===== config.mk =====
export PLATFORM = sky130hd
export DESIGN_NAME = efa_front
export DESIGN_NICKNAME = d
export VERILOG_FILES = /design/src/rtl/efa_pkg.sv /design/src/rtl/efa_front.sv
export SDC_FILE = /design/constraint.sdc
export NUM_CORES = 1
export LEC_CHECK = 0
export BUFFER_PORTS_ARGS = -buffer_cell sky130_fd_sc_hd__clkbuf_2
export CORE_AREA = 4 4 225 117
export CTS_CLUSTER_DIAMETER = 150
export DETAILED_ROUTE_END_ITERATION = 6
export DIE_AREA = 0 0 229 121
export SLEW_MARGIN = 40
export SYNTH_ARGS = -nofsm -noshare
export SYNTH_HDL_FRONTEND = slang
export SYNTH_SLANG_ARGS = --single-unit

===== constraint.sdc =====
create_clock -name aclk -period 4.1 [get_ports aclk]
set_clock_uncertainty 0.2 [all_clocks]
set_input_delay 0.82 -clock aclk [delete_from_list [all_inputs] [get_ports aclk]]
set_output_delay 0.82 -clock aclk [all_outputs]
set_load 0.02 [all_outputs]

===== src/rtl/efa_pkg.sv =====
// Package: shared types and constants of the event fragment assembler.
`timescale 1ns / 1ps
package efa_pkg;
    localparam int MASK_W = 34;
    localparam logic [MASK_W-1:0] RESET_MASK = 34'h0_0000_0FF1;

    localparam logic [1:0] REPLY_ACK       = 2'd0;
    localparam logic [1:0] REPLY_HANDLE    = 2'd1;
    localparam logic [1:0] REPLY_POP_EMPTY = 2'd2;

    localparam logic [1:0] ORDER_NEXT      = 2'd0;
    localparam logic [1:0] ORDER_AHEAD     = 2'd1;
    localparam logic [1:0] ORDER_BACKWARDS = 2'd2;

    localparam logic KIND_FRAGMENT = 1'b0;
    localparam logic KIND_POP      = 1'b1;

    typedef struct packed {
        logic        kind;
        logic        ignored;
        logic [5:0]  device;
        logic [31:0] trig_num;
        logic [15:0] handle;
    } q_entry_t;
endpackage


===== src/rtl/efa_front.sv =====
// Front end: accepts transactions, classifies them, computes the slot and queues them.
`timescale 1ns / 1ps
module efa_front #(
    parameter int TABLE_DEPTH  = 1024,
    parameter int DEVICE_COUNT = 34,
    parameter int SW           = 10
) (
    input  logic                        aclk,
    input  logic                        aresetn,
    input  logic                        s_valid,
    output logic                        s_ready,
    input  logic                        s_kind,
    input  logic [5:0]                  s_device,
    input  logic [31:0]                 s_trig_num,
    input  logic [15:0]                 s_fragment_handle,
    input  logic [efa_pkg::MASK_W-1:0]  mask,
    input  logic                        hold,
    output logic                        q_valid,
    output efa_pkg::q_entry_t           q_head,
    output logic [SW-1:0]               q_slot,
    input  logic                        q_pop
);
    localparam bit POW2 = (TABLE_DEPTH & (TABLE_DEPTH - 1)) == 0;
    localparam int RW   = $clog2(TABLE_DEPTH) + 1;

    logic              work_valid_reg;
    efa_pkg::q_entry_t work_reg;
    logic [31:0]       work_shift_reg;
    logic [RW-1:0]     work_rem_reg;
    logic [3:0]        work_cnt_reg;

    efa_pkg::q_entry_t q_reg [2];
    logic [SW-1:0]     qs_reg [2];
    logic [1:0]        qcnt_reg;

    logic [efa_pkg::MASK_W-1:0] mask_sh;
    logic          in_ign;
    logic [RW-1:0] rem_next;
    logic          work_done;
    logic [SW-1:0] work_slot;
    logic          push;
    logic          push_head;
    logic          accept;

    always_comb begin
        mask_sh = mask >> s_device;
        in_ign  = ({1'b0, s_device} >= 7'(DEVICE_COUNT)) ||
                  ({1'b0, s_device} >= 7'(efa_pkg::MASK_W)) || !mask_sh[0];
    end

    always_comb begin
        logic [RW-1:0] t;
        t = work_rem_reg;
        for (int i = 0; i < 4; i++) begin
            t = {t[RW-2:0], work_shift_reg[31-i]};
            if (t >= RW'(TABLE_DEPTH)) begin
                t = t - RW'(TABLE_DEPTH);
            end
        end
        rem_next = t;
    end

    assign work_done = POW2 ? 1'b1 : (work_cnt_reg == 4'd0);
    assign work_slot = POW2 ? work_reg.trig_num[SW-1:0] : work_rem_reg[SW-1:0];
    assign push      = work_valid_reg && work_done && (qcnt_reg != 2'd2);
    assign push_head = push && ((qcnt_reg == 2'd0) || (qcnt_reg == 2'd1 && q_pop));
    assign s_ready   = !work_valid_reg && !hold;
    assign accept    = s_valid && s_ready;
    assign q_valid   = qcnt_reg != 2'd0;
    assign q_head    = q_reg[0];
    assign q_slot    = qs_reg[0];

    always_ff @(posedge aclk) begin
        if (!aresetn) begin
            work_valid_reg <= 1'b0;
        end else if (accept) begin
            work_valid_reg <= 1'b1;
        end else if (push) begin
            work_valid_reg <= 1'b0;
        end
        if (accept) begin
            work_reg       <= '{kind: s_kind, ignored: in_ign, device: s_device,
                                trig_num: s_trig_num, handle: s_fragment_handle};
            work_shift_reg <= s_trig_num;
            work_rem_reg   <= '0;
            work_cnt_reg   <= 4'd8;
        end else if (work_valid_reg && !work_done) begin
            work_rem_reg   <= rem_next;
            work_shift_reg <= work_shift_reg << 4;
            work_cnt_reg   <= work_cnt_reg - 4'd1;
        end
    end

    always_ff @(posedge aclk) begin
        if (!aresetn) begin
            qcnt_reg <= 2'd0;
        end else begin
            qcnt_reg <= qcnt_reg + {1'b0, push} - {1'b0, q_pop};
        end
        if (push_head) begin
            q_reg[0]  <= work_reg;
            qs_reg[0] <= work_slot;
        end else if (q_pop) begin
            q_reg[0]  <= q_reg[1];
            qs_reg[0] <= qs_reg[1];
        end
        if (push && !push_head) begin
            q_reg[1]  <= work_reg;
            qs_reg[1] <= work_slot;
        end
    end
endmodule


==> impl_results.md, run 1 <==
- Status: complete, no violations
- Busiest layer in global routing: met2
- I/O pin total: 162
- Critical path endpoint category: output pin
- Worst Path Buf+Inv: 1
- Synthesized netlist cell count: 347
- Fin. Hold Viols: 0
- Peak clock frequency supported by timing: 426 MHz
- Pwr per Cell Area: around 480 nW/µm²
- Initial DRT Pass Iterations: 4
- Worst-path maximum fanout: 4
- Vias in the first global route: around 3500
- Clk buf depth: 2
- Clock-pin slew on the worst setup and hold paths: 0.06 ns
- Combinational family with the most area after synthesis: multiplexers
- Combined global-route utilization of all metal layers: about a tenth
- Category of cells accounting for the largest share of critical-path delay: flip-flops
- Die Footprint: approximately 28000 µm²
- Distinct cell type count after synthesis: 29
- Number of antenna violations at the first check in global routing: 0
- Total core area: 24600 µm²
- Final worst path period need: ~2.3 ns
- Post-Place Cells: roughly 760
- Net switching power of the design: 0.859 mW
- Number of buffers added to fix hold violations after cts: 0
- Fraction of synthesized cell area taken by the top area cell type: approximately three quarters
- Congestion Overflow GR: 0
- Combinational share of power: under 10%
- Syn Std Cell Area: slightly below 7000 µm²
- Internal power component: approximately 3.1 mW
- Port bufs: roughly 160
- Area of the multi-input gates: ~1100 µm²
- XOR/XNOR share of the synthesized area: less than 1%
- Worst-Skew Late Latency: 0.43 ns
- Pin count of the biggest net entering global routing: between 50 and 60
- First-pass GRT wire length: around 20 mm
- Count of clock tree sinks: approximately 170
- Routing usage on met1: between 10% and 20%
- Number of buffers created by CTS: 17
- CP max stage cell: sky130_fd_sc_hd__dfxtp_1
- Syn nets: 443
- Relative contribution of the clock network to total power: between 30% and 40%
- Cell type with the highest aggregate area in the netlist: sky130_fd_sc_hd__edfxtp_1
- Detail Placement HPWL: 9.19 mm
- Number of flip-flops in the largest register: 112
- Final weighted congestion in routability-driven placement: 0.780
- Slew HR: ~54%
- Fraction of the mapped netlist area in simple logic gates: 1.38%
- Number of gates resized after CTS: 0
- Initial Utilization: about 27%
- CP Data Arrival Time: about 1.3 ns
- Worst IR Drop VDD: 0.272 mV
- Startpoint Class: flip-flop
- # fillers: ~2400
- Portion of total power attributed to sequential cells: roughly 53%
- Final std cells w/o fill: between 700 and 800
- Static leakage: a little under 3 nW
- RSZ-0062 raised after global routing: false
- Global routing usage on met3: 4.15%
- Number of placement rows: 41
- Final clock period utilization by the worst path: between 50% and 60%
- Final sum of negative setup slack: 0 ns
- First-iteration detailed-routing DRC count: 241
- Count of H-tree levels built during CTS: 4
- Fraction of synthesized area in multiplexers: between 10% and 20%
- Slew Viols, Final: 0
- YS warnings: 0
- Mean routed wirelength per cell: between 15 and 20 µm
- Max_cap viols: 0
- Remaining number of nets flagged by the antenna check after routing: 0
- Final WL: 13.0 mm
- HP Class: reg -> reg
- Average cell area after synthesis: between 15 and 20 µm²
- Adder-cell share of the synthesized area: less than 1%
- Residual DRC: 0
- Transition time at the pin with the least slew margin: between 0.6 and 0.7 ns
- Grt met2 use: between 10% and 20%
- CP peak stage delay: 0.37 ns
- Layout cells sized above 1: ~55%
- Final setup violation count: 0
- Proportion of total power due to net switching: between 20% and 30%
- Layout Nets: approximately 560
- Library cell used as clock root buffer: sky130_fd_sc_hd__clkbuf_16
- Clock tree from TritonCTS: yes
- Compound-gate portion of the synthesized area: about 1.1%
- Die boundary height: 121 µm
- Setup bufs post-CTS: 0
- Data required time at the worst endpoint: between 3 and 4 ns
- Crit-path cells: or2_2 > clkbuf_2
- Seq/Total Area, Yosys: around 76%
- X dimension of the die: 229 µm
- Total vias in the final route: 3227
- ANT cells: 0
- Share of the core filled with cells: roughly 33%
- Critical setup path kind: reg -> out
- Routed via count divided by cell count: between 4 and 5
- Cell types occupying the most area after synthesis: sky130_fd_sc_hd__edfxtp_1, sky130_fd_sc_hd__mux2_2, sky130_fd_sc_hd__buf_4
- Syn-to-layout area delta: 20.2%
- Synth Register Bits: approximately 170
- Combined flip-flop and latch cell area: roughly 5100 µm²
[per-layer routing]
| layer | wire [µm] | up-vias |
|---|---|---|
| met5 | 0 | - |
| met4 | 136 | 0 |
| met3 | 814 | 10 |
| met2 | 6380 | 116 |
| met1 | 5710 | 1615 |
| li1 | - | 1486 |
[worst reg2reg max path: cells and delay by family (launching register included)]
kind	cells	cell delay [ns]
buffers and inverters	3	0.70
multiplexers	1	0.41
flip-flops	1	0.40
AO/OA/AOI/OAI	1	0.38
[layout by cell type, fill, tap and decap left out, types with 2 or more instances in the layout]
cell and n:
sky130_fd_sc_hd__xnor2_1 2, sky130_fd_sc_hd__edfxtp_1 168, sky130_fd_sc_hd__nand2_1 2, sky130_fd_sc_hd__buf_4 2
sky130_fd_sc_hd__mux2i_1 5, sky130_fd_sc_hd__nor2_1 3, sky130_fd_sc_hd__ha_1 2, sky130_fd_sc_hd__nand3b_1 2
sky130_fd_sc_hd__buf_8 2, sky130_fd_sc_hd__clkbuf_1 4, sky130_fd_sc_hd__clkbuf_16 17, sky130_fd_sc_hd__mux2_2 58
sky130_fd_sc_hd__clkbuf_2 161, sky130_fd_sc_hd__dfxtp_1 3, sky130_fd_sc_hd__clkinvlp_4 2, sky130_fd_sc_hd__mux4_1 4
sky130_fd_sc_hd__clkinv_1 3, sky130_fd_sc_hd__bufinv_16 2, sky130_fd_sc_hd__a31oi_1 2, sky130_fd_sc_hd__mux4_2 2
sky130_fd_sc_hd__inv_1 3, sky130_fd_sc_hd__buf_12 2, sky130_fd_sc_hd__and2_1 2
[power by group through the flow]
| stage | Sequential (mW) | Combinational (mW) | Clock (mW) |
|---|---|---|---|
| 2_1_floorplan | 2.08 | 0.275 | 0 |
| 3_3_place_gp | 2.09 | 0.343 | 0 |
| 3_5_place_dp | 2.10 | 0.361 | 0 |
| 4_1_cts | 2.06 | 0.362 | 1.56 |
| 5_1_grt | 2.07 | 0.385 | 1.62 |
| 6_report | 2.06 | 0.356 | 1.50 |
[cell families (layout without fill, tap and decap cells)]
family | count (synthesis) | in the layout
buffers and inverters | 77 | 201
XOR/XNOR | 2 | 2
flip-flops | 171 | 171
adder cells (fa/ha/maj) | 2 | 2
AO/OA/AOI/OAI | 11 | 11
AND/OR/NAND/NOR | 15 | 15
multiplexers | 69 | 69
[synth_stat cells (all sizes together)]
library cell / number
nor3: 1
nand2b: 1
dfxtp: 3
o21a: 1
nand2: 2
and2: 3
ha: 2
nor3b: 1
a21oi: 2
a311o: 1
inv: 3
o21ai: 2
o21bai: 1
a31oi: 2
o211ai: 1
buf: 74
xnor2: 2
mux2i: 5
mux2: 58
nor2: 3
o32ai: 1
nand3b: 2
or2: 1
edfxtp: 168
or4b: 1
mux4: 6
[area by class of cell]
class	count	area share (%)
clock inverters	9	1.24
multi-input cells	99	13.6
clock buffers	21	5.45
inverters	3	0.139
well taps	322	4.99
flip-flops and latches	171	63.2
repair buffers	168	11.4
[stage by stage]
step	hold WS [ns]	setup WS (ns)	total power, mW	instance area [µm²]
after floorplan	0.220	0.0938	2.36	6730
after global placement	0.230	1.31	2.44	7460
after detailed placement	0.231	1.50	2.46	7520
after CTS	0.245	1.72	3.98	8060
after global routing	0.255	1.67	4.08	8080
final	0.244	1.75	3.92	8080
[worst paths after layout]
kind                               startpoint                endpoint  slack, ns  cells after the start
setup / recovery       qcnt_reg[1]$_SDFF_PN0_                 q_valid       1.75                      2
hold / removal          work_reg[7]$_DFFE_PP_  q_reg[0][63]$_DFFE_PP_       0.24                      0
setup reg to reg  work_valid_reg$_SDFFE_PN0P_  q_reg[0][28]$_DFFE_PP_       1.77                      5
hold reg to reg         work_reg[7]$_DFFE_PP_  q_reg[0][63]$_DFFE_PP_       0.24                      0
Note: power is estimated with default switching activity, not from simulation.
==> inputs of run 2 (changes only) <==
==> constraint.sdc (replaced) <==
create_clock -name aclk -period 2.1 [get_ports aclk]
set_clock_uncertainty 0.2 [all_clocks]
set_input_delay 0.42 -clock aclk [delete_from_list [all_inputs] [get_ports aclk]]
set_output_delay 0.42 -clock aclk [all_outputs]
set_load 0.02 [all_outputs]
==> run 2 against run 1 <==
First-iteration DRC count is 29% lower. Register-to-register slack worse by 1.6 ns. Cell count up 7.3%. Critical path depth grew 6. Flip-flop and latch count did not move. Largest cell class unchanged.
==> impl_results.md, run 2 (same netlist as run 1, synthesis figures left out) <==
- Clk buf depth: 2 (unchanged)
- Net switching power of the design: 1.86 mW (was 0.859 mW)
- Pwr per Cell Area: 916 nW/µm² (was 485 nW/µm²)
- Data required time at the worst endpoint: 2.23 ns (was 3.08 ns)
- Startpoint Class: flip-flop (unchanged)
- Most frequent cells in the layout: sky130_fd_sc_hd__edfxtp_1, sky130_fd_sc_hd__clkbuf_2, sky130_fd_sc_hd__mux2_2 (unchanged)
- R2r startpoint: qcnt_reg[1]$_SDFF_PN0_ (was work_valid_reg$_SDFFE_PN0P_)
- Die boundary height: 121 µm (unchanged)
- Fin. Hold Viols: 0 (unchanged)
- Most frequent standard cell in the layout excluding fill and tap cells: sky130_fd_sc_hd__edfxtp_1 (unchanged)
- Total power draw: 7.95 mW (was 3.92 mW)
- Initial Utilization: 27.3% (unchanged)
- Proportion of total power due to net switching: 23.5% (was 21.9%)
- Total vias in the final route: 3502 (was 3227)
- Setup bufs post-CTS: 0 (unchanged)
- Final clock period utilization by the worst path: approximately 91%
- Count of H-tree levels built during CTS: 4 (unchanged)
- Peak clock frequency supported by timing: between 500 and 600 MHz
- Post-Place Cells: 768 (was 762)
- Residual DRC: 0 (unchanged)
- CP Data Arrival Time: 2.03 ns (was 1.33 ns)
- Port bufs: 161 (unchanged)
- X dimension of the die: 229 µm (unchanged)
- Start point of the worst min-delay path: s_device[0] (was work_reg[7]$_DFFE_PP_)
- Relative contribution of the clock network to total power: 39.5% (was 38.3%)
- Max_cap viols: 0 (unchanged)
- Worst IR Drop VDD: 0.479 mV (was 0.272 mV)
- Routed via count divided by cell count: 4.12 (was 4.07)
- Final WL: 14.0 mm (was 13.0 mm)
- Worst-Skew Late Latency: 0.44 ns (was 0.43 ns)
- Final std cells w/o fill: 851 (was 793)
- Final weighted congestion in routability-driven placement: 0.758 (was 0.780)
- Critical path endpoint category: flip-flop (was output pin)
- Status: complete, no violations (unchanged)
- Remaining number of nets flagged by the antenna check after routing: 0 (unchanged)
- Die Footprint: 27700 µm² (unchanged)
- First-iteration detailed-routing DRC count: 172 (was 241)
- I/O pin total: 162 (unchanged)
- Clock tree from TritonCTS: yes (unchanged)
- Slew Viols, Final: 0 (unchanged)
- Library cell used as clock root buffer: sky130_fd_sc_hd__clkbuf_16 (unchanged)
- Transition time at the pin with the least slew margin: 0.337 ns (was 0.691 ns)
- Final worst path period need: 1.90 ns
- Number of antenna violations at the first check in global routing: 0 (unchanged)
- Initial DRT Pass Iterations: 4 (unchanged)
- Slew HR: 77.5% (was 53.9%)
- Count of clock tree sinks: 171 (unchanged)
- Congestion Overflow GR: 0 (unchanged)
- Number of flip-flops in the largest register: 112 (unchanged)
- Final setup violation count: 0 (unchanged)
- Vias in the first global route: 3829 (was 3525)
- Number of buffers added to fix hold violations after cts: 51 (was 0)
- Pin count of the biggest net entering global routing: 39 (was 58)
- Number of placement rows: 41 (unchanged)
- Total core area: 24600 µm² (unchanged)
- Layout cells sized above 1: 51.2% (was 54.8%)
- Static leakage: 3.24 nW (was 2.98 nW)
- Worst-path maximum fanout: 4 (unchanged)
- Syn-to-layout area delta: 29.2% (was 20.2%)
- Number of gates resized after CTS: 0 (unchanged)
- RSZ-0062 raised after global routing: false (unchanged)
- First-pass GRT wire length: 22.0 mm (was 19.7 mm)
- Internal power component: 6.09 mW (was 3.06 mW)
- Combined global-route utilization of all metal layers: 10.6% (was 9.56%)
- Clock-pin slew on the worst setup and hold paths: 0.07 ns (was 0.06 ns)
- Critical setup path kind: reg -> reg (was reg -> out)
- Portion of total power attributed to sequential cells: 50.6% (was 52.6%)
- ANT cells: 0 (unchanged)
- HP Class: in -> reg (was reg -> reg)
- Layout Nets: 612 (was 556)
- Number of buffers created by CTS: 17 (unchanged)
- Detail Placement HPWL: 9.37 mm (was 9.19 mm)
- Combinational share of power: 9.9% (was 9.1%)
- Mean routed wirelength per cell: 16.4 µm (about the same)
- Timing startpoint of the critical path: qcnt_reg[1]$_SDFF_PN0_ (unchanged)
## run 2: changes by cell type in the layout (fill, tap and decap cells not counted), sizes merged
| cell | previous run | this run |
|---|---|---|
| dlygate4sd3 | 0 | 51 |
| buf | 7 | 12 |
| inv | 3 | 8 |
| clkbuf | 182 | 178 |
| clkinvlp | 2 | 3 |
## run 2: routing by layer
metal | GRT usage, % | part of all wire, % | vias to the layer above
met1 | 13.4 | 46 | 1752
met4 | 3.38 | 1.6 | 0
met5 | 0 | 0 | -
met2 | 16.4 | 46 | 128
met3 | 4.83 | 6.7 | 16
li1 | - | - | 1606
## run 2: final timing paths
path,slack (ns),depth (start not counted),endpoint
max,0.20,8,qcnt_reg[1]$_SDFF_PN0_
min,0.11,1,work_reg[48]$_DFFE_PP_
max reg2reg,0.20,8,qcnt_reg[1]$_SDFF_PN0_
min reg2reg,0.24,0,q_reg[0][109]$_DFFE_PP_
## run 2: area by class of cell
cell class / count / area [µm²]
clock inverter: 15 / 165
fill: 2352 / 15900
timing repair buffer: 224 / 1470
inverter: 3 / 11.3
tap: 322 / 403
clock buffer: 17 / 425
sequential: 171 / 5110
multi-input combinational: 99 / 1100
## run 2: power by group through the flow
stage / Clock [mW] / Sequential [mW] / Combinational [mW]
after floorplan: 0 / 4.06 / 0.549
after global placement: 0 / 4.09 / 0.716
after detailed placement: 0 / 4.10 / 0.731
after CTS: 3.28 / 4.03 / 0.810
after global routing: 3.40 / 4.04 / 0.857
final: 3.14 / 4.02 / 0.789
## run 2: through the flow
stage | worst slack [ns] | hold WS (ns) | utilization (%) | instance area, µm² | TNS, ns
final | 0.199 | 0.109 | 35.3 | 8680 | 0
after global routing | 0.108 | 0.0966 | 35.3 | 8680 | 0
after CTS | 0.166 | 0.0734 | 35.3 | 8680 | 0
after detailed placement | -0.0554 | 0.233 | 30.8 | 7580 | -0.0554
after global placement | -0.0380 | 0.224 | 30.8 | 7580 | -0.0380
after floorplan | -0.0198 | 0.220 | - | 6750 | -1.11
## run 2: critical path, stage by stage, from the launching register on
cell and delay [ns]:
sky130_fd_sc_hd__dfxtp_1 0.44, sky130_fd_sc_hd__inv_1 0.14, sky130_fd_sc_hd__o21ai_0 0.18, sky130_fd_sc_hd__ha_1 0.25
sky130_fd_sc_hd__inv_1 0.06, sky130_fd_sc_hd__ha_1 0.15, sky130_fd_sc_hd__xnor2_1 0.13, sky130_fd_sc_hd__xnor2_1 0.10
sky130_fd_sc_hd__and2_1 0.15
==> inputs of run 3 (changes only) <==
--- a/config.mk
+++ b/config.mk
@@ -6,10 +6,12 @@
 export NUM_CORES = 1
 export LEC_CHECK = 0
 export BUFFER_PORTS_ARGS = -buffer_cell sky130_fd_sc_hd__clkbuf_2
-export CORE_AREA = 4 4 225 117
+export CORE_AREA = 4 4 173 91
 export CTS_CLUSTER_DIAMETER = 150
 export DETAILED_ROUTE_END_ITERATION = 6
-export DIE_AREA = 0 0 229 121
+export DIE_AREA = 0 0 177 95
+export GPL_TIMING_DRIVEN = 0
+export PLACE_DENSITY = 0.75
 export SLEW_MARGIN = 40
 export SYNTH_ARGS = -nofsm -noshare
 export SYNTH_HDL_FRONTEND = slang
==> run 3 against run 2 <==
Wire length fell by 12%. Global-route usage rose by 4.1 points. Clock power fell by 5%. Combinational power rose by 15%. Sequential power barely moved. Die area fell by 39%. Non-clock buffer count rose by 68.
==> impl_results.md, run 3 (same netlist as run 1, synthesis figures left out) <==
- Worst Slack Setup Final: 0.108 ns (was 0.199 ns)
- Category of cells accounting for the largest share of critical-path delay: buffers and inverters (was flip-flops)
- CP Data Arrival Time: 1.95 ns (was 2.03 ns)
- Most frequent cells in the layout: sky130_fd_sc_hd__edfxtp_1, sky130_fd_sc_hd__clkbuf_2, sky130_fd_sc_hd__buf_4 (was sky130_fd_sc_hd__edfxtp_1, sky130_fd_sc_hd__clkbuf_2, sky130_fd_sc_hd__mux2_2)
- Final non-filler cell area: 9010 µm² (was 8680 µm²)
- Layout Nets: 680 (was 612)
- Residual DRC: 0 (unchanged)
- Most frequent standard cell in the layout excluding fill and tap cells: sky130_fd_sc_hd__edfxtp_1 (unchanged)
- Pre-CTS setup slack: -0.0906 ns (was -0.0554 ns)
- Final weighted congestion in routability-driven placement: 0.694 (was 0.758)
- Die Footprint: 16800 µm² (was 27700 µm²)
- Stages on the worst setup path: 5 (was 8)
- Syn-to-layout area delta: 34.0% (was 29.2%)
- Number of antenna violations at the first check in global routing: 0 (unchanged)
- First-pass GRT wire length: 19.0 mm (was 22.0 mm)
- Library cell used as clock root buffer: sky130_fd_sc_hd__clkbuf_16 (unchanged)
- Count of H-tree levels built during CTS: 4 (unchanged)
- Mean routed wirelength per cell: 15.4 µm (was 16.4 µm)
- Remaining number of nets flagged by the antenna check after routing: 0 (unchanged)
- Port bufs: 161 (unchanged)
- Slew Viols, Final: 0 (unchanged)
- Start point of the worst min-delay path: s_fragment_handle[15] (was s_device[0])
- Number of cells on the worst reg-to-reg path: 5 (was 8)
- Peak clock frequency supported by timing: 502 MHz (was 526 MHz)
- RSZ-0062 raised after global routing: false (unchanged)
- Worst Hold Path EP: work_reg[15]$_DFFE_PP_ (was work_reg[48]$_DFFE_PP_)
- Fin. Hold Viols: 0 (unchanged)
- Clock tree from TritonCTS: yes (unchanged)
- Total core area: 14200 µm² (was 24600 µm²)
- R2R setup slack: 0.11 ns (was 0.20 ns)
- Cell type with the highest occurrence count on the critical path: sky130_fd_sc_hd__buf_4
- Worst IR Drop VDD: 0.648 mV (was 0.479 mV)
- R2r startpoint: work_valid_reg$_SDFFE_PN0P_ (was qcnt_reg[1]$_SDFF_PN0_)
- Clk buf depth: 2 (unchanged)
- CP max stage cell: sky130_fd_sc_hd__dfxtp_1 (unchanged)
- Number of flip-flops in the largest register: 112 (unchanged)
- Static leakage: 3.56 nW (was 3.24 nW)
- Status: complete, no violations (unchanged)
- First-iteration detailed-routing DRC count: 183 (was 172)
- Initial DRT Pass Iterations: 4 (unchanged)
- Final WL: 12.2 mm (was 14.0 mm)
- Total placed instance area: 7920 µm² (was 7580 µm²)
- Hold-critical path depth: 1 (unchanged)
- I/O pin total: 162 (unchanged)
- Critical setup path kind: reg -> reg (unchanged)
- Total vias in the final route: 3610 (was 3502)
- Reg-to-reg critical path endpoint: q_reg[0][30]$_DFFE_PP_ (was qcnt_reg[1]$_SDFF_PN0_)
- Layout cells sized above 1: 57.1% (was 51.2%)
- Combined global-route utilization of all metal layers: 14.7% (was 10.6%)
- Pin count of the biggest net entering global routing: 58 (was 39)
- Crit-path cells: inv_1 > o21ai_0 > buf_4 > buf_4 > mux2_2 (was inv_1 > o21ai_0 > ha_1 > inv_1 > ha_1 > xnor2_1 > xnor2_1 > and2_1)
- Vias in the first global route: 3822 (was 3829)
- Worst Path Buf+Inv: 3 (was 2)
- Worst-path maximum fanout: 10 (was 4)
- Number of buffers created by CTS: 17 (unchanged)
- Initial Utilization: 47.2% (was 27.3%)
- Routed via count divided by cell count: 4.54 (was 4.12)
- Number of placement rows: 31 (was 41)
- Die boundary height: 95 µm (was 121 µm)
- Total power draw: 7.92 mW (was 7.95 mW)
- Data required time at the worst endpoint: 2.06 ns (was 2.23 ns)
- Final setup violation count: 0 (unchanged)
- CP peak stage delay: 0.37 ns (was 0.44 ns)
- Detail Placement HPWL: 8.15 mm (was 9.37 mm)
- Final clock period utilization by the worst path: 94.8% (was 90.5%)
- Critical path endpoint category: flip-flop (unchanged)
- Max_cap viols: 0 (unchanged)
- Pwr per Cell Area: 879 nW/µm² (was 916 nW/µm²)
- Worst-Skew Late Latency: 0.40 ns (was 0.44 ns)
- Final worst path period need: 1.99 ns (was 1.90 ns)
- Slew HR: 47.6% (was 77.5%)
- Startpoint Class: flip-flop (unchanged)
- Clock-pin slew on the worst setup and hold paths: 0.06 ns (was 0.07 ns)
- X dimension of the die: 177 µm (was 229 µm)
- Count of clock tree sinks: 171 (unchanged)
- ANT cells: 0 (unchanged)
- Congestion Overflow GR: 0 (unchanged)
- Transition time at the pin with the least slew margin: 0.785 ns (was 0.337 ns)
- HP Class: in -> reg (unchanged)
==> run 3: how the worst max path moves through the flow <==
stage / slack, ns / endpoint / start
6_report: 0.11 / q_reg[0][30]$_DFFE_PP_ / work_valid_reg$_SDFFE_PN0P_
5_1_grt: 0.02 / q_reg[0][30]$_DFFE_PP_ / work_valid_reg$_SDFFE_PN0P_
4_1_cts: 0.07 / q_reg[0][28]$_DFFE_PP_ / work_valid_reg$_SDFFE_PN0P_
3_5_place_dp: -0.09 / q_reg[0][30]$_DFFE_PP_ / work_valid_reg$_SDFFE_PN0P_
3_3_place_gp: -0.60 / q_reg[0][91]$_DFFE_PP_ / q_pop
2_1_floorplan: -0.02 / q_reg[0][0]$_DFFE_PP_ / qcnt_reg[0]$_SDFF_PN0_
==> run 3: layer usage <==
layer | global-route usage [%] | share of wire [%]
met1 | 17.3 | 40
met2 | 27.5 | 55
met3 | 3.76 | 4.1
met4 | 3.67 | 0.69
met5 | 0 | 0
==> run 3: cell type report <==
| class | instances | area, µm² |
|---|---|---|
| clock inverters | 15 | 150 |
| multi-input cells | 99 | 1090 |
| flip-flops and latches | 171 | 5110 |
| plain buffers | 74 | 554 |
| well taps | 198 | 248 |
| fillers | 1022 | 5230 |
| clock buffers | 17 | 425 |
| inverters | 3 | 11.3 |
| repair buffers | 218 | 1420 |
==> run 3: repair_timing <==
action	in CTS	in global routing
setup endpoints to repair	40	35
pin swaps	0	0
gates cloned	0	0
endpoints found under the hold margin	45	3
gates resized for setup	5	0
hold buffers	45	3
setup buffers	0	3
==> run 3: where the power goes <==
part / switching [mW] / internal, mW / total (mW)
Sequential: 0.0663 / 3.95 / 4.01
Combinational: 0.429 / 0.481 / 0.910
Clock: 1.24 / 1.75 / 2.99
Total: 1.74 / 6.18 / 7.92
==> run 3: metrics by stage <==
stage,cells,utilization (%),setup TNS (ns),hold slack (ns)
final,795,63.3,0,0.0144
after global routing,795,63.3,0,0.00512
after CTS,789,62.9,0,0.0000366
after detailed placement,712,55.6,-2.83,0.233
after global placement,706,54.8,-60.27,0.226
after floorplan,347,-,-1.11,0.220
